<file path="src/design/gbns_pkg.sv">
// Shared types, codes and constants for the go-back-N sender window block.
package gbns_pkg;

    // Fixed field widths
    localparam int MSG_W     = 16;
    localparam int SEQ_OUT_W = 16;
    localparam int PAY_W     = 8;
    localparam int DIV_CNT_W = $clog2(MSG_W + 1);
    localparam int IN_DATA_W  = 32;
    localparam int IN_USER_W  = 3;
    localparam int OUT_DATA_W = 24;
    localparam int OUT_USER_W = 2;

    // Defaults handed to the top level parameters
    localparam int WINDOW_DEF      = 8;
    localparam int SEQ_BITS_DEF    = 16;
    localparam int QUEUE_LIMIT_DEF = 1024;
    localparam logic [PAY_W-1:0] PAYLOAD_RST = 8'd124;

    // Event kinds on the input side
    typedef enum logic [1:0] {
        CMD_MSG = 2'd0,
        CMD_PKT = 2'd1,
        CMD_TMR = 2'd2,
        CMD_RSV = 2'd3
    } t_cmd_code;

    // Result kinds on the output side
    typedef enum logic [1:0] {
        KIND_SEND    = 2'd0,
        KIND_RESEND  = 2'd1,
        KIND_RESTART = 2'd2,
        KIND_REFUSE  = 2'd3
    } t_kind;

    // Which result the datapath is to build this cycle
    typedef enum logic [2:0] {
        EMIT_NONE,
        EMIT_SEND,
        EMIT_RESEND,
        EMIT_RESTART,
        EMIT_REFUSE
    } t_emit;

    // Controller states
    typedef enum logic [2:0] {
        ST_IDLE,
        ST_DECODE,
        ST_DIV,
        ST_ADMIT,
        ST_REFUSE,
        ST_FILL,
        ST_RESEND
    } t_state;

    // Commands from the controller to the datapath
    typedef struct packed {
        logic  load;
        logic  div_start;
        logic  div_step;
        logic  admit;
        logic  slide;
        logic  resend_start;
        logic  timer_off;
        t_emit emit;
        logic  last;
    } t_dp_cmd;

    // Status from the datapath to the controller
    typedef struct packed {
        t_cmd_code cmd;
        logic      ack_ok;
        logic      outs_zero;
        logic      ack_match;
        logic      div_done;
        logic      refused;
        logic      can_send;
        logic      send_last;
        logic      resend_last;
        logic      restart_pend;
        logic      out_free;
    } t_dp_status;

endpackage

</file>
<file path="src/design/gbns_dp.sv">
// Datapath: sequence state, ceiling divider, admission, result register.
module gbns_dp #(
    parameter int WINDOW      = gbns_pkg::WINDOW_DEF,
    parameter int SEQ_BITS    = gbns_pkg::SEQ_BITS_DEF,
    parameter int QUEUE_LIMIT = gbns_pkg::QUEUE_LIMIT_DEF
) (
    input  logic                              i_clk,
    input  logic                              i_rst_n,
    input  gbns_pkg::t_dp_cmd                 i_cmd,
    output gbns_pkg::t_dp_status              o_status,
    input  logic                              i_cfg_wr_en,
    input  logic [gbns_pkg::PAY_W-1:0]        i_cfg_wr_data,
    input  logic [gbns_pkg::IN_DATA_W-1:0]    i_in_tdata,
    input  logic [gbns_pkg::IN_USER_W-1:0]    i_in_tuser,
    input  logic                              i_out_tready,
    output logic                              o_out_tvalid,
    output logic [gbns_pkg::OUT_DATA_W-1:0]   o_out_tdata,
    output logic [gbns_pkg::OUT_USER_W-1:0]   o_out_tuser,
    output logic                              o_out_tlast
);

    localparam int IdxW = (WINDOW > 1) ? $clog2(WINDOW + 1) : 1;
    localparam int CmpW = (SEQ_BITS > 17) ? SEQ_BITS : 17;
    localparam longint unsigned SeqSpace = 64'd1 << SEQ_BITS;
    localparam longint unsigned SeqRoom  = SeqSpace - 64'(WINDOW) - 64'd1;
    localparam longint unsigned CapL     =
        (SeqRoom < 64'(QUEUE_LIMIT)) ? SeqRoom : 64'(QUEUE_LIMIT);
    localparam logic [SEQ_BITS-1:0] CapV = SEQ_BITS'(CapL);
    localparam logic [SEQ_BITS-1:0] WinV = SEQ_BITS'(WINDOW);
    localparam logic [SEQ_BITS-1:0] One  = SEQ_BITS'(1);

    // Registers
    logic [gbns_pkg::PAY_W-1:0]     r_payload;
    logic [SEQ_BITS-1:0]            r_base, n_base;
    logic [SEQ_BITS-1:0]            r_nts, n_nts;
    logic [SEQ_BITS-1:0]            r_nta, n_nta;
    logic                           r_armed, n_armed;
    logic                           r_restart, n_restart;
    logic                           r_refused;
    logic [IdxW-1:0]                r_idx, n_idx;
    gbns_pkg::t_cmd_code            r_cmd;
    logic                           r_ack_ok;
    logic [gbns_pkg::MSG_W-1:0]     r_msg;
    logic [gbns_pkg::SEQ_OUT_W-1:0] r_ack_seq;
    logic [gbns_pkg::PAY_W-1:0]     r_div_rem;
    logic [gbns_pkg::MSG_W-1:0]     r_div_quo;
    logic [gbns_pkg::DIV_CNT_W-1:0] r_div_cnt;
    logic                           r_out_valid;
    gbns_pkg::t_kind                r_out_kind;
    logic [gbns_pkg::SEQ_OUT_W-1:0] r_out_seq;
    logic                           r_out_tr;
    logic                           r_out_last;

    // Combinational values
    logic [SEQ_BITS-1:0]            w_outs;
    logic [SEQ_BITS-1:0]            w_queued;
    logic [SEQ_BITS-1:0]            w_room;
    logic [gbns_pkg::PAY_W-1:0]     w_divisor;
    logic [gbns_pkg::PAY_W:0]       w_trial;
    logic                           w_trial_ge;
    logic [16:0]                    w_segs;
    logic                           w_refuse;
    logic [CmpW-1:0]                w_admit;
    logic                           w_can_send;
    logic                           w_out_free;
    logic [SEQ_BITS-1:0]            w_rs_seq;
    gbns_pkg::t_kind                n_out_kind;
    logic [gbns_pkg::SEQ_OUT_W-1:0] n_out_seq;
    logic                           n_out_tr;

    assign w_outs     = r_nts - r_base;
    assign w_queued   = r_nta - r_nts;
    assign w_can_send = (w_outs < WinV) && (w_queued != '0);
    assign w_out_free = !r_out_valid || i_out_tready;
    assign w_rs_seq   = r_base + SEQ_BITS'(r_idx);

    // One restoring divide step per cycle; payload zero counts as one
    assign w_divisor  = (r_payload == '0) ? gbns_pkg::PAY_W'(1) : r_payload;
    assign w_trial    = {r_div_rem, r_div_quo[gbns_pkg::MSG_W-1]};
    assign w_trial_ge = w_trial >= {1'b0, w_divisor};

    // Round the quotient up and clip it to the free queue room
    assign w_segs   = {1'b0, r_div_quo} + 17'(r_div_rem != '0);
    assign w_room   = (w_queued < CapV) ? (CapV - w_queued) : '0;
    assign w_refuse = CmpW'(w_segs) > CmpW'(w_room);
    assign w_admit  = w_refuse ? CmpW'(w_room) : CmpW'(w_segs);

    // Status toward the controller
    always_comb begin
        o_status.cmd          = r_cmd;
        o_status.ack_ok       = r_ack_ok;
        o_status.outs_zero    = (w_outs == '0);
        o_status.ack_match    = (gbns_pkg::SEQ_OUT_W'(r_base) == r_ack_seq);
        o_status.div_done     = (r_div_cnt == gbns_pkg::DIV_CNT_W'(gbns_pkg::MSG_W));
        o_status.refused      = r_refused;
        o_status.can_send     = w_can_send;
        o_status.send_last    = ((w_outs + One) == WinV) || (w_queued == One);
        o_status.resend_last  = ((SEQ_BITS'(r_idx) + One) == w_outs);
        o_status.restart_pend = r_restart;
        o_status.out_free     = w_out_free;
    end

    // Next sequence state
    always_comb begin
        n_base    = r_base;
        n_nts     = r_nts;
        n_nta     = r_nta;
        n_armed   = r_armed;
        n_restart = r_restart;
        n_idx     = r_idx;
        if (i_cmd.admit) begin
            n_nta = r_nta + SEQ_BITS'(w_admit);
        end
        if (i_cmd.slide) begin
            n_base    = r_base + One;
            n_armed   = 1'b1;
            n_restart = 1'b1;
        end
        if (i_cmd.resend_start) begin
            n_idx   = '0;
            n_armed = 1'b1;
        end
        if (i_cmd.timer_off) begin
            n_armed = 1'b0;
        end
        case (i_cmd.emit)
            gbns_pkg::EMIT_SEND: begin
                n_nts     = r_nts + One;
                n_armed   = 1'b1;
                n_restart = 1'b0;
            end
            gbns_pkg::EMIT_RESTART: n_restart = 1'b0;
            gbns_pkg::EMIT_RESEND:  n_idx = r_idx + IdxW'(1);
            default: ;
        endcase
    end

    // Build the result for this emit
    always_comb begin
        n_out_kind = gbns_pkg::KIND_REFUSE;
        n_out_seq  = '0;
        n_out_tr   = 1'b0;
        case (i_cmd.emit)
            gbns_pkg::EMIT_SEND: begin
                n_out_kind = gbns_pkg::KIND_SEND;
                n_out_seq  = gbns_pkg::SEQ_OUT_W'(r_nts);
                n_out_tr   = r_restart || !r_armed;
            end
            gbns_pkg::EMIT_RESEND: begin
                n_out_kind = gbns_pkg::KIND_RESEND;
                n_out_seq  = gbns_pkg::SEQ_OUT_W'(w_rs_seq);
                n_out_tr   = (r_idx == '0);
            end
            gbns_pkg::EMIT_RESTART: begin
                n_out_kind = gbns_pkg::KIND_RESTART;
                n_out_tr   = 1'b1;
            end
            default: ;
        endcase
    end

    // Control registers
    always_ff @(posedge i_clk) begin
        if (!i_rst_n) begin
            r_payload   <= gbns_pkg::PAYLOAD_RST;
            r_base      <= '0;
            r_nts       <= '0;
            r_nta       <= '0;
            r_armed     <= 1'b0;
            r_restart   <= 1'b0;
            r_refused   <= 1'b0;
            r_idx       <= '0;
            r_div_cnt   <= '0;
            r_out_valid <= 1'b0;
        end else begin
            if (i_cfg_wr_en) begin
                r_payload <= i_cfg_wr_data;
            end
            r_base    <= n_base;
            r_nts     <= n_nts;
            r_nta     <= n_nta;
            r_armed   <= n_armed;
            r_restart <= n_restart;
            r_idx     <= n_idx;
            if (i_cmd.admit) begin
                r_refused <= w_refuse;
            end
            if (i_cmd.div_start) begin
                r_div_cnt <= '0;
            end else if (i_cmd.div_step) begin
                r_div_cnt <= r_div_cnt + gbns_pkg::DIV_CNT_W'(1);
            end
            if (i_cmd.emit != gbns_pkg::EMIT_NONE) begin
                r_out_valid <= 1'b1;
            end else if (i_out_tready) begin
                r_out_valid <= 1'b0;
            end
        end
    end

    // Payload registers: request latch, divider, result
    always_ff @(posedge i_clk) begin
        if (i_cmd.load) begin
            r_cmd     <= gbns_pkg::t_cmd_code'(i_in_tuser[1:0]);
            r_ack_ok  <= i_in_tuser[2];
            r_msg     <= i_in_tdata[15:0];
            r_ack_seq <= i_in_tdata[31:16];
        end
        if (i_cmd.div_start) begin
            r_div_rem <= '0;
            r_div_quo <= r_msg;
        end else if (i_cmd.div_step) begin
            r_div_rem <= w_trial_ge ? gbns_pkg::PAY_W'(w_trial - {1'b0, w_divisor})
                                    : gbns_pkg::PAY_W'(w_trial);
            r_div_quo <= {r_div_quo[gbns_pkg::MSG_W-2:0], w_trial_ge};
        end
        if (i_cmd.emit != gbns_pkg::EMIT_NONE) begin
            r_out_kind <= n_out_kind;
            r_out_seq  <= n_out_seq;
            r_out_tr   <= n_out_tr;
            r_out_last <= i_cmd.last;
        end
    end

    assign o_out_tvalid = r_out_valid;
    assign o_out_tdata  = {7'd0, r_out_tr, r_out_seq};
    assign o_out_tuser  = r_out_kind;
    assign o_out_tlast  = r_out_last;

`ifndef ASSERT_OFF
    // Outstanding count never exceeds the window
    a_outs_max: assert property (@(posedge i_clk) disable iff (!i_rst_n)
        w_outs <= WinV)
        else $error("outstanding count above window");

    // Queue never grows past its capacity
    a_queue_max: assert property (@(posedge i_clk) disable iff (!i_rst_n)
        w_queued <= CapV)
        else $error("queued count above capacity");

    // A result held under back-pressure is not overwritten
    a_no_overrun: assert property (@(posedge i_clk) disable iff (!i_rst_n)
        (r_out_valid && !i_out_tready) |-> (i_cmd.emit == gbns_pkg::EMIT_NONE))
        else $error("result register overwritten while stalled");
`endif

endmodule

</file>
<file path="src/design/gbns_ctrl.sv">
// Controller: sequences decode, division, admission, window fill and resend.
module gbns_ctrl (
    input  logic                 i_clk,
    input  logic                 i_rst_n,
    input  logic                 i_in_tvalid,
    output logic                 o_in_tready,
    input  gbns_pkg::t_dp_status i_status,
    output gbns_pkg::t_dp_cmd    o_cmd
);

    gbns_pkg::t_state r_state, n_state;

    // Advance state
    always_ff @(posedge i_clk) begin
        if (!i_rst_n) begin
            r_state <= gbns_pkg::ST_IDLE;
        end else begin
            r_state <= n_state;
        end
    end

    // Next state
    always_comb begin
        n_state = r_state;
        unique case (r_state)
            gbns_pkg::ST_IDLE: begin
                if (i_in_tvalid) n_state = gbns_pkg::ST_DECODE;
            end
            gbns_pkg::ST_DECODE: begin
                unique case (i_status.cmd)
                    gbns_pkg::CMD_MSG: n_state = gbns_pkg::ST_DIV;
                    gbns_pkg::CMD_PKT: begin
                        if (!i_status.ack_ok || i_status.outs_zero) begin
                            n_state = gbns_pkg::ST_IDLE;
                        end else if (i_status.ack_match) begin
                            n_state = gbns_pkg::ST_FILL;
                        end else begin
                            n_state = gbns_pkg::ST_RESEND;
                        end
                    end
                    gbns_pkg::CMD_TMR: begin
                        n_state = i_status.outs_zero ? gbns_pkg::ST_IDLE
                                                     : gbns_pkg::ST_RESEND;
                    end
                    gbns_pkg::CMD_RSV: n_state = gbns_pkg::ST_IDLE;
                endcase
            end
            gbns_pkg::ST_DIV: begin
                if (i_status.div_done) n_state = gbns_pkg::ST_ADMIT;
            end
            gbns_pkg::ST_ADMIT: n_state = gbns_pkg::ST_REFUSE;
            gbns_pkg::ST_REFUSE: begin
                // A refusal with nothing to send ends the request
                if (i_status.refused && i_status.out_free && !i_status.can_send) begin
                    n_state = gbns_pkg::ST_IDLE;
                end else if (!i_status.refused || i_status.out_free) begin
                    n_state = gbns_pkg::ST_FILL;
                end
            end
            gbns_pkg::ST_FILL: begin
                if (i_status.out_free && i_status.can_send && i_status.send_last) begin
                    n_state = gbns_pkg::ST_IDLE;
                end else if (!i_status.can_send
                             && (!i_status.restart_pend || i_status.out_free)) begin
                    n_state = gbns_pkg::ST_IDLE;
                end
            end
            gbns_pkg::ST_RESEND: begin
                if (i_status.out_free && i_status.resend_last) n_state = gbns_pkg::ST_IDLE;
            end
            default: n_state = gbns_pkg::ST_IDLE;
        endcase
    end

    // Commands to the datapath
    always_comb begin
        o_in_tready        = 1'b0;
        o_cmd.load         = 1'b0;
        o_cmd.div_start    = 1'b0;
        o_cmd.div_step     = 1'b0;
        o_cmd.admit        = 1'b0;
        o_cmd.slide        = 1'b0;
        o_cmd.resend_start = 1'b0;
        o_cmd.timer_off    = 1'b0;
        o_cmd.emit         = gbns_pkg::EMIT_NONE;
        o_cmd.last         = 1'b0;
        unique case (r_state)
            gbns_pkg::ST_IDLE: begin
                o_in_tready = 1'b1;
                o_cmd.load  = i_in_tvalid;
            end
            gbns_pkg::ST_DECODE: begin
                unique case (i_status.cmd)
                    gbns_pkg::CMD_MSG: o_cmd.div_start = 1'b1;
                    gbns_pkg::CMD_PKT: begin
                        if (i_status.ack_ok && !i_status.outs_zero) begin
                            o_cmd.slide        = i_status.ack_match;
                            o_cmd.resend_start = !i_status.ack_match;
                        end
                    end
                    gbns_pkg::CMD_TMR: begin
                        o_cmd.timer_off    = i_status.outs_zero;
                        o_cmd.resend_start = !i_status.outs_zero;
                    end
                    gbns_pkg::CMD_RSV: ;
                endcase
            end
            gbns_pkg::ST_DIV: o_cmd.div_step = !i_status.div_done;
            gbns_pkg::ST_ADMIT: o_cmd.admit = 1'b1;
            gbns_pkg::ST_REFUSE: begin
                if (i_status.refused && i_status.out_free) begin
                    o_cmd.emit = gbns_pkg::EMIT_REFUSE;
                    o_cmd.last = !i_status.can_send;
                end
            end
            gbns_pkg::ST_FILL: begin
                if (i_status.out_free) begin
                    if (i_status.can_send) begin
                        o_cmd.emit = gbns_pkg::EMIT_SEND;
                        o_cmd.last = i_status.send_last;
                    end else if (i_status.restart_pend) begin
                        o_cmd.emit = gbns_pkg::EMIT_RESTART;
                        o_cmd.last = 1'b1;
                    end
                end
            end
            gbns_pkg::ST_RESEND: begin
                if (i_status.out_free) begin
                    o_cmd.emit = gbns_pkg::EMIT_RESEND;
                    o_cmd.last = i_status.resend_last;
                end
            end
            default: ;
        endcase
    end

`ifndef ASSERT_OFF
    // A new send is only issued while the window has room and the queue is not empty
    a_send_room: assert property (@(posedge i_clk) disable iff (!i_rst_n)
        (o_cmd.emit == gbns_pkg::EMIT_SEND) |-> i_status.can_send)
        else $error("send issued without window room");

    // The last result of a request returns the controller to idle
    a_last_idle: assert property (@(posedge i_clk) disable iff (!i_rst_n)
        (o_cmd.emit != gbns_pkg::EMIT_NONE && o_cmd.last) |=> (r_state == gbns_pkg::ST_IDLE))
        else $error("last result issued but request still running");
`endif

endmodule

</file>
<file path="src/design/go_back_n_sender_window_top.sv">
// Top level of the go-back-N sender window block.
// Go-back-N sender control kept on sequence numbers only. One request is taken at a time:
// the block accepts a request in idle, decodes it, and then issues results at up to one
// per cycle while the receiver takes them, through a registered output, which may still
// hold the final result while the next request is taken. A message request runs a
// ceiling division of its size by the payload size one quotient bit per cycle (16 steps),
// then admits the segments and then checks for a refusal, before its sends. An ack
// request gives one result per segment sent or resent (at most the window), or one
// timer-restart result; a timer request resends each outstanding segment; an ignored
// request gives no result. Back-pressure on the output stalls the results. The payload
// size register may be written only while no request is in progress.
module go_back_n_sender_window_top #(
    parameter int WINDOW      = gbns_pkg::WINDOW_DEF,
    parameter int SEQ_BITS    = gbns_pkg::SEQ_BITS_DEF,
    parameter int QUEUE_LIMIT = gbns_pkg::QUEUE_LIMIT_DEF
) (
    input  logic                            i_clk,
    input  logic                            i_rst_n,
    input  logic                            i_cfg_wr_en,
    input  logic [gbns_pkg::PAY_W-1:0]      i_cfg_wr_data,    // payload_bytes
    input  logic                            s_axis_tvalid,
    output logic                            s_axis_tready,
    input  logic [gbns_pkg::IN_DATA_W-1:0]  s_axis_tdata,     // msg_size, ack_seq
    input  logic [gbns_pkg::IN_USER_W-1:0]  s_axis_tuser,     // cmd, ack_ok
    output logic                            m_axis_tvalid,
    input  logic                            m_axis_tready,
    output logic [gbns_pkg::OUT_DATA_W-1:0] m_axis_tdata,     // sent_seq, timer_restart, zeros
    output logic [gbns_pkg::OUT_USER_W-1:0] m_axis_tuser,     // kind
    output logic                            m_axis_tlast      // last
);

    gbns_pkg::t_dp_cmd    w_cmd;
    gbns_pkg::t_dp_status w_status;

    // Sequence each request
    gbns_ctrl u_ctrl (
        .i_clk       (i_clk),
        .i_rst_n     (i_rst_n),
        .i_in_tvalid (s_axis_tvalid),
        .o_in_tready (s_axis_tready),
        .i_status    (w_status),
        .o_cmd       (w_cmd)
    );

    // Hold window state and build results
    gbns_dp #(
        .WINDOW      (WINDOW),
        .SEQ_BITS    (SEQ_BITS),
        .QUEUE_LIMIT (QUEUE_LIMIT)
    ) u_dp (
        .i_clk         (i_clk),
        .i_rst_n       (i_rst_n),
        .i_cmd         (w_cmd),
        .o_status      (w_status),
        .i_cfg_wr_en   (i_cfg_wr_en),
        .i_cfg_wr_data (i_cfg_wr_data),
        .i_in_tdata    (s_axis_tdata),
        .i_in_tuser    (s_axis_tuser),
        .i_out_tready  (m_axis_tready),
        .o_out_tvalid  (m_axis_tvalid),
        .o_out_tdata   (m_axis_tdata),
        .o_out_tuser   (m_axis_tuser),
        .o_out_tlast   (m_axis_tlast)
    );

endmodule

</file>
<file path="config.mk">
export PLATFORM = sky130hd
export DESIGN_NAME = go_back_n_sender_window_top
export DESIGN_NICKNAME = d
export VERILOG_FILES = /design/src/design/gbns_pkg.sv /design/src/design/gbns_dp.sv /design/src/design/gbns_ctrl.sv /design/src/design/go_back_n_sender_window_top.sv
export SDC_FILE = /design/constraint.sdc
export NUM_CORES = 1
export LEC_CHECK = 0
export BUFFER_PORTS_ARGS = -buffer_cell sky130_fd_sc_hd__buf_4
export CAP_MARGIN = 20
export CORE_ASPECT_RATIO = 0.9
export CORE_MARGIN = 1
export CORE_UTILIZATION = 55
export CTS_BUF_LIST = sky130_fd_sc_hd__clkbuf_16
export CTS_CLUSTER_SIZE = 40
export DETAILED_ROUTE_END_ITERATION = 8
export PLACE_DENSITY = 0.85
export SLEW_MARGIN = 40
export SYNTH_ARGS = -nofsm -noshare
export SYNTH_HDL_FRONTEND = slang
export SYNTH_HIERARCHICAL = 1
export SYNTH_SLANG_ARGS = --single-unit
</file>
<file path="constraint.sdc">
create_clock -name i_clk -period 13 [get_ports i_clk]
set_input_delay 0.65 -clock i_clk [delete_from_list [all_inputs] [get_ports i_clk]]
set_output_delay 0.65 -clock i_clk [all_outputs]
set_load 0.01 [all_outputs]
</file>
Word level (Yosys, flattened, before mapping)
Cells that the tools add are included.
- bits in registers: 151
- bits of input ports: 48
- output and inout bits: 29
- add/subtract/negate cells: 13
- order comparisons: 4
- equal/unequal tests: 22
- mux-type cells: 46
- bitwise gates (word level): 1
- reduce and logical (&&, ||, !) cells: 38
- operator list (kind ; number):
    $mux W16 ; 4
    $add A16 B1 Y16 const B ; 3
    $mux W3 ; 12
    $eq A16 B16 Y1 ; 2
    $pmux W16 S2 ; 1
    $sub A16 B16 Y16 ; 2
    $pmux W3 S7 ; 1
    $mux W4 ; 5
    $add A16 B1 Y17 ; 1
    $gt A17 B16 Y1 ; 1
    $add A16 B16 Y16 ; 1
    $add A16 B4 Y16 ; 1
    $eq A16 B1 Y1 const B ; 1
    $eq A16 B4 Y1 const B ; 1
    $logic_not A16 Y1 ; 1
    $lt A16 B11 Y1 const B ; 1
    $lt A16 B4 Y1 const B ; 1
    $mux W8 ; 2
    $reduce_bool A16 Y1 ; 1
    $sub A11 B16 Y16 const A ; 1
    $mux W1 ; 14
    $eq A3 B2 Y1 const B ; 4
    $pmux W3 S4 ; 1
    $pmux W4 S3 ; 1
    other kinds (32) ; 61

Logic depth before layout (Yosys ltp)
- word-level depth: 11
- gate-level depth with buffers: 32
- gate-level depth less buffers: 30

By module
The synthesis kept the hierarchy.
- modules (own cells, without submodules) (module ; times used ; cells an instance ; area an instance (um^2)):
    gbns_dp ; 1 ; 1115 ; 10154.7
    gbns_ctrl ; 1 ; 71 ; 554.3

Worst setup path after synthesis
No wires, ideal clock.
- path type: register to register
- from: reg u_dp.r_nts[4]
- to: reg u_dp.r_nta[15]
- library setup time: 76 ps
- arrival: 6993 ps
- setup slack: 5931 ps
- stages on the path, launching flop included: 32
- buffers on the path: 3
- clock period less this slack: 7069 ps
- cells stage by stage: dfxtp_1 > clkbuf_1 > inv_1 > ha_1 > or3_1 > o221a_1 > or2_1 > a2111oi_2 > o311ai_1 > nor4b_2 > buf_4 > nand2_1 > ha_1 > a211oi_1 > o21a_1 > o21ai_0 > a211o_1 > a21o_1 > a21oi_1 > clkbuf_1 > nand2_1 > o21ai_1 > ha_1 > a211oi_1 > o21ai_0 > a31o_2 > a41oi_1 > a21oi_1 > a41oi_1 > nor4_1 > or4_1 > a21boi_0
- cells in the longest elaborated chain, start to end: 6
- elaborated cells between the ends (all ways): 7
- those cells by class: add/sub: 3; order compare: 2; mux: 2
- ends and longest elaborated chain (item ; RTL line ; text):
    start: declaration ; gbns_dp.sv:35 ; logic [SEQ_BITS-1:0] r_nts, n_nts;
    start signal: assignment ; gbns_dp.sv:180 ; r_nts <= n_nts;
    $sub A16 B16 Y16 * ; gbns_dp.sv:72 ; assign w_queued = r_nta - r_nts;
    $sub A11 B16 Y16 / $lt A16 B11 Y1 (equally long branches) ; gbns_dp.sv:84 ; assign w_room = (w_queued < CapV) ? (CapV - w_queued) : '0;
    $mux W16 * ; gbns_dp.sv:84 ;
    $gt A17 B16 Y1 ; gbns_dp.sv:85 ; assign w_refuse = CmpW'(w_segs) > CmpW'(w_room);
    $mux W16 * ; gbns_dp.sv:86 ; assign w_admit = w_refuse ? CmpW'(w_room) : CmpW'(w_segs);
    $add A16 B16 Y16 * ; gbns_dp.sv:112 ; n_nta = r_nta + SEQ_BITS'(w_admit);
    end signal: assignment ; gbns_dp.sv:181 ; r_nta <= n_nta;
    end: declaration ; gbns_dp.sv:36 ; logic [SEQ_BITS-1:0] r_nta, n_nta;
Mark *: on every way between the ends. The rest lies on a longest branch, timed or not.
A chain may end at the register's enable or synchronous reset.

Final worst setup path
- from: reg u_dp.r_nts[2]
- to: reg u_dp.r_nta[15]
The elaborated chain is that of the path after synthesis.

==> flow_metrics.env <==
export IMPL_status="finished, final reports clean"
export IMPL_pin_count=77
export IMPL_post_synth_instance_area_um2=10700
export IMPL_switching_power_uw=566
export IMPL_async_flop_share=0
export IMPL_rr_endpoint="u_dp/r_nta[15]"
export IMPL_clkTransAtPathRegs_ns=0.07
export IMPL_p_leak_uw=0.00476
export IMPL_overflow=0
export IMPL_worst_endpoint_arrival_ns=8.24
export IMPL_yosys_top_cells_area="edfxtp_1 (20%), dfxtp_1 (15%), ha_1 (10%), xnor2_1 (7.1%), nand2_1 (3.4%)"
export IMPL_first_pass_iters=7
export IMPL_avgSynthCellArea_um2=9.03
export IMPL_cts_tree="built"
export IMPL_cp_common_cell="ha_1"
export IMPL_instances_no_fill=1502
export IMPL_synth_edf_count=71
export IMPL_rsz0062_at_grt="no"
export IMPL_via_count=8790
export IMPL_min_period_ns=7.89
export IMPL_design_die_area_um2=20000
export IMPL_max_cap_violations=0
export IMPL_hp_start="s_axis_tdata[26]"
export IMPL_drt_iter0_markers=765
export IMPL_comb_power_share=0.337
export IMPL_worst_slew_pin_slew_ns=0.798
export IMPL_cts_inserted_buffers=17
export IMPL_portBuffers=69
export IMPL_synth_most_common_cell="nand2_1"
export IMPL_hold_path_end="u_dp/r_ack_seq[10]"
export IMPL_slew_headroom=0.463
export IMPL_p_clk_frac=0.297
export IMPL_post_cts_setup_buffer_count=0
export IMPL_r2r_cells=29
export IMPL_start_util=0.561
export IMPL_remaining_drc_errors=0
export IMPL_post_cts_resize_count=0
export IMPL_finalCritPeriodShare=0.607
export IMPL_hold_depth=1
export IMPL_hp_class="in -> reg"
export IMPL_synth_top_area_cell="edfxtp_1"
export IMPL_layout_nets=1380
export IMPL_finalSetupTns_ns=0
export IMPL_p_int_uw=1030
export IMPL_hold_buffers=0
export IMPL_drtAntennaViolNets=0
export IMPL_synth_cell_types=82
export IMPL_fmax_ghz=0.127
export IMPL_clock_skew_ns=0.0107
export IMPL_grt_usage=0.253
export IMPL_dpl_instance_area_um2=11400
export IMPL_grt_pass1_wl_um=40500
export IMPL_areaGrowthSynthToFinish_pct=11.6
export IMPL_final_setup_viol_count=0
export IMPL_grt_max_degree=69
export IMPL_num_rows=48
export IMPL_reg2reg_slack_ns=5.11
export IMPL_cts_buffer_depth=2
export IMPL_r2r_start="u_dp/r_nts[2]"
export IMPL_worstSkewPairLatency_ns=0.43
export IMPL_cts_root_buffer="clkbuf_16"
export IMPL_slowest_delay_ns=0.66
export IMPL_grt_antenna_before_repair=0
export IMPL_stdcell_area_um2=12000
export IMPL_maxSlewViolCount=0
export IMPL_power_density_nw_per_um2=133
export IMPL_synth_top_area_share=0.199
export IMPL_fp_dieH_um=134
export IMPL_end_kind="flop"
export IMPL_hpwl_um=18300
export IMPL_synth_ff_type="dfxtp_1"
export IMPL_synth_yosys_seq_area_share=0.349
export IMPL_seqPwrFrac=0.366
export IMPL_worstPathMaxFanout=26
export IMPL_place_congestion=0.960
export IMPL_drive_gt1_frac=0.125
export IMPL_core_um2=19100
export IMPL_critPathSlowestCell="nor4b_4"
export IMPL_cp_required_ns=13.35
export IMPL_criticalPathCategory="reg -> reg"
export IMPL_swShare=0.355
export IMPL_routed_wl_um=24500
export IMPL_cts_max_level=4
export IMPL_cp_start_kind="flop"
export IMPL_hold_viol=0
export IMPL_synthTopCellsByCount="nand2_1 (96), ha_1 (88), xnor2_1 (87)"
export IMPL_synth_warnings=6
export IMPL_ys_seq_elements=151
export IMPL_cts_num_sinks=151
export IMPL_die_w_um=149
export IMPL_synthCells=1186
export IMPL_ir_drop_mv=0.0977
export IMPL_dpl_cell_count=1470
export IMPL_antenna_cells=0
export IMPL_grt_pass1_vias=8332
export IMPL_routed_via_density=5.85
export IMPL_wl_per_cell_um=16.3
## worst max-delay path by stage
stage / startpoint / end / slack (ns)
after floorplan: u_dp/r_nts[4] / u_dp/r_nta[15] / 5.93
after global placement: u_dp/r_nts[2] / u_dp/r_nta[15] / 5.26
after detailed placement: u_dp/r_nts[2] / u_dp/r_nta[15] / 5.23
after CTS: u_dp/r_nts[2] / u_dp/r_nta[15] / 5.18
after global routing: u_dp/r_nts[2] / u_dp/r_nta[15] / 4.57
final: u_dp/r_nts[2] / u_dp/r_nta[15] / 5.11
## sequential cells by signal, indices dropped and copies added, names as in the netlist, 2 cells and up
signal / flops
u_dp/r_div_quo: 16
u_dp/r_base: 16
u_dp/r_nts: 16
u_dp/r_div_cnt: 5
u_ctrl/r_state: 3
u_dp/r_ack_seq: 16
u_dp/r_div_rem: 8
u_dp/r_msg: 16
u_dp/r_nta: 16
u_dp/r_payload: 8
u_dp/r_idx: 4
u_dp/r_out_seq: 16
u_dp/r_cmd: 2
u_dp/o_out_tuser: 2
## per-stage QoR
stage / total power (µW) / util / hold slack, ns / setup slack, ns
CTS: 1590 / 0.626 / 0.374 / 5.18
finish: 1590 / 0.626 / 0.388 / 5.11
global placement: 1090 / 0.596 / 0.497 / 5.26
global route: 1680 / 0.626 / 0.373 / 4.57
floorplan: 1000 / - / 0.455 / 5.93
detailed placement: 1110 / 0.596 / 0.505 / 5.23
## routing by layer
| metal | vias to the layer above | part of all wire | track usage |
|---|---|---|---|
| met2 | 280 | 0.47 | 0.422 |
| met3 | 33 | 0.058 | 0.0435 |
| met5 | - | 0 | 0 |
| met4 | 0 | 0.015 | 0.0669 |
| met1 | 4138 | 0.46 | 0.338 |
| li1 | 4339 | - | - |
## cell usage in the layout, fill, tap and decap left out, types with 8 or more instances in the layout
cell / instances
a21oi_1: 38
edfxtp_1: 71
xor2_1: 19
or3_1: 11
mux2_2: 16
nand4_1: 21
o211ai_1: 11
conb_1: 12
and2_1: 36
nor2b_1: 35
nand3_1: 41
nor3_1: 36
nor2_1: 72
xnor2_1: 87
clkbuf_16: 17
nor4_1: 9
nand2b_1: 12
a211oi_1: 15
a31oi_1: 8
inv_1: 69
ha_1: 88
dfxtp_1: 80
a21o_1: 13
o21ai_0: 58
nand2_1: 96
and3_1: 13
mux2i_1: 23
buf_4: 77
o21a_1: 17
o21ai_1: 12
a21boi_0: 14
## kinds of logic after synthesis
| family | after synthesis | share of synthesized area |
|---|---|---|
| AOI/OAI and AO/OA | 253 | 0.161 |
| xor gates and xnor gates | 106 | 0.0867 |
| adders and majority gates | 93 | 0.112 |
| buffers and inverters | 126 | 0.0499 |
| DFF | 151 | 0.349 |
| muxes | 39 | 0.0383 |
| other | 2 | 0.000701 |
| and+or+nand+nor | 416 | 0.202 |
## critical path: cells and delay by family (launching register included)
kind,cells,cell delay [ns]
compound gates,17,3.88
fa+ha+maj,3,0.94
buf+inv,2,0.34
flops,1,0.41
mux,1,0.37
simple gates,6,1.86
## power by group through the flow
stage / clock [µW] / combinational (µW) / sequential, µW
2_1_floorplan: 0 / 424 / 578
3_3_place_gp: 0 / 499 / 589
3_5_place_dp: 0 / 522 / 592
4_1_cts: 480 / 528 / 582
5_1_grt: 498 / 599 / 587
6_report: 473 / 536 / 582
## final cells by class
cell class	count	area [µm²]
tap	250	313
multi-input combinational	919	6500
sequential	151	3730
inverter	73	274
fill	1518	7150
clock buffer	17	425
timing repair buffer	77	578
clock inverter	15	130
Note: power is estimated with default switching activity, not from simulation.
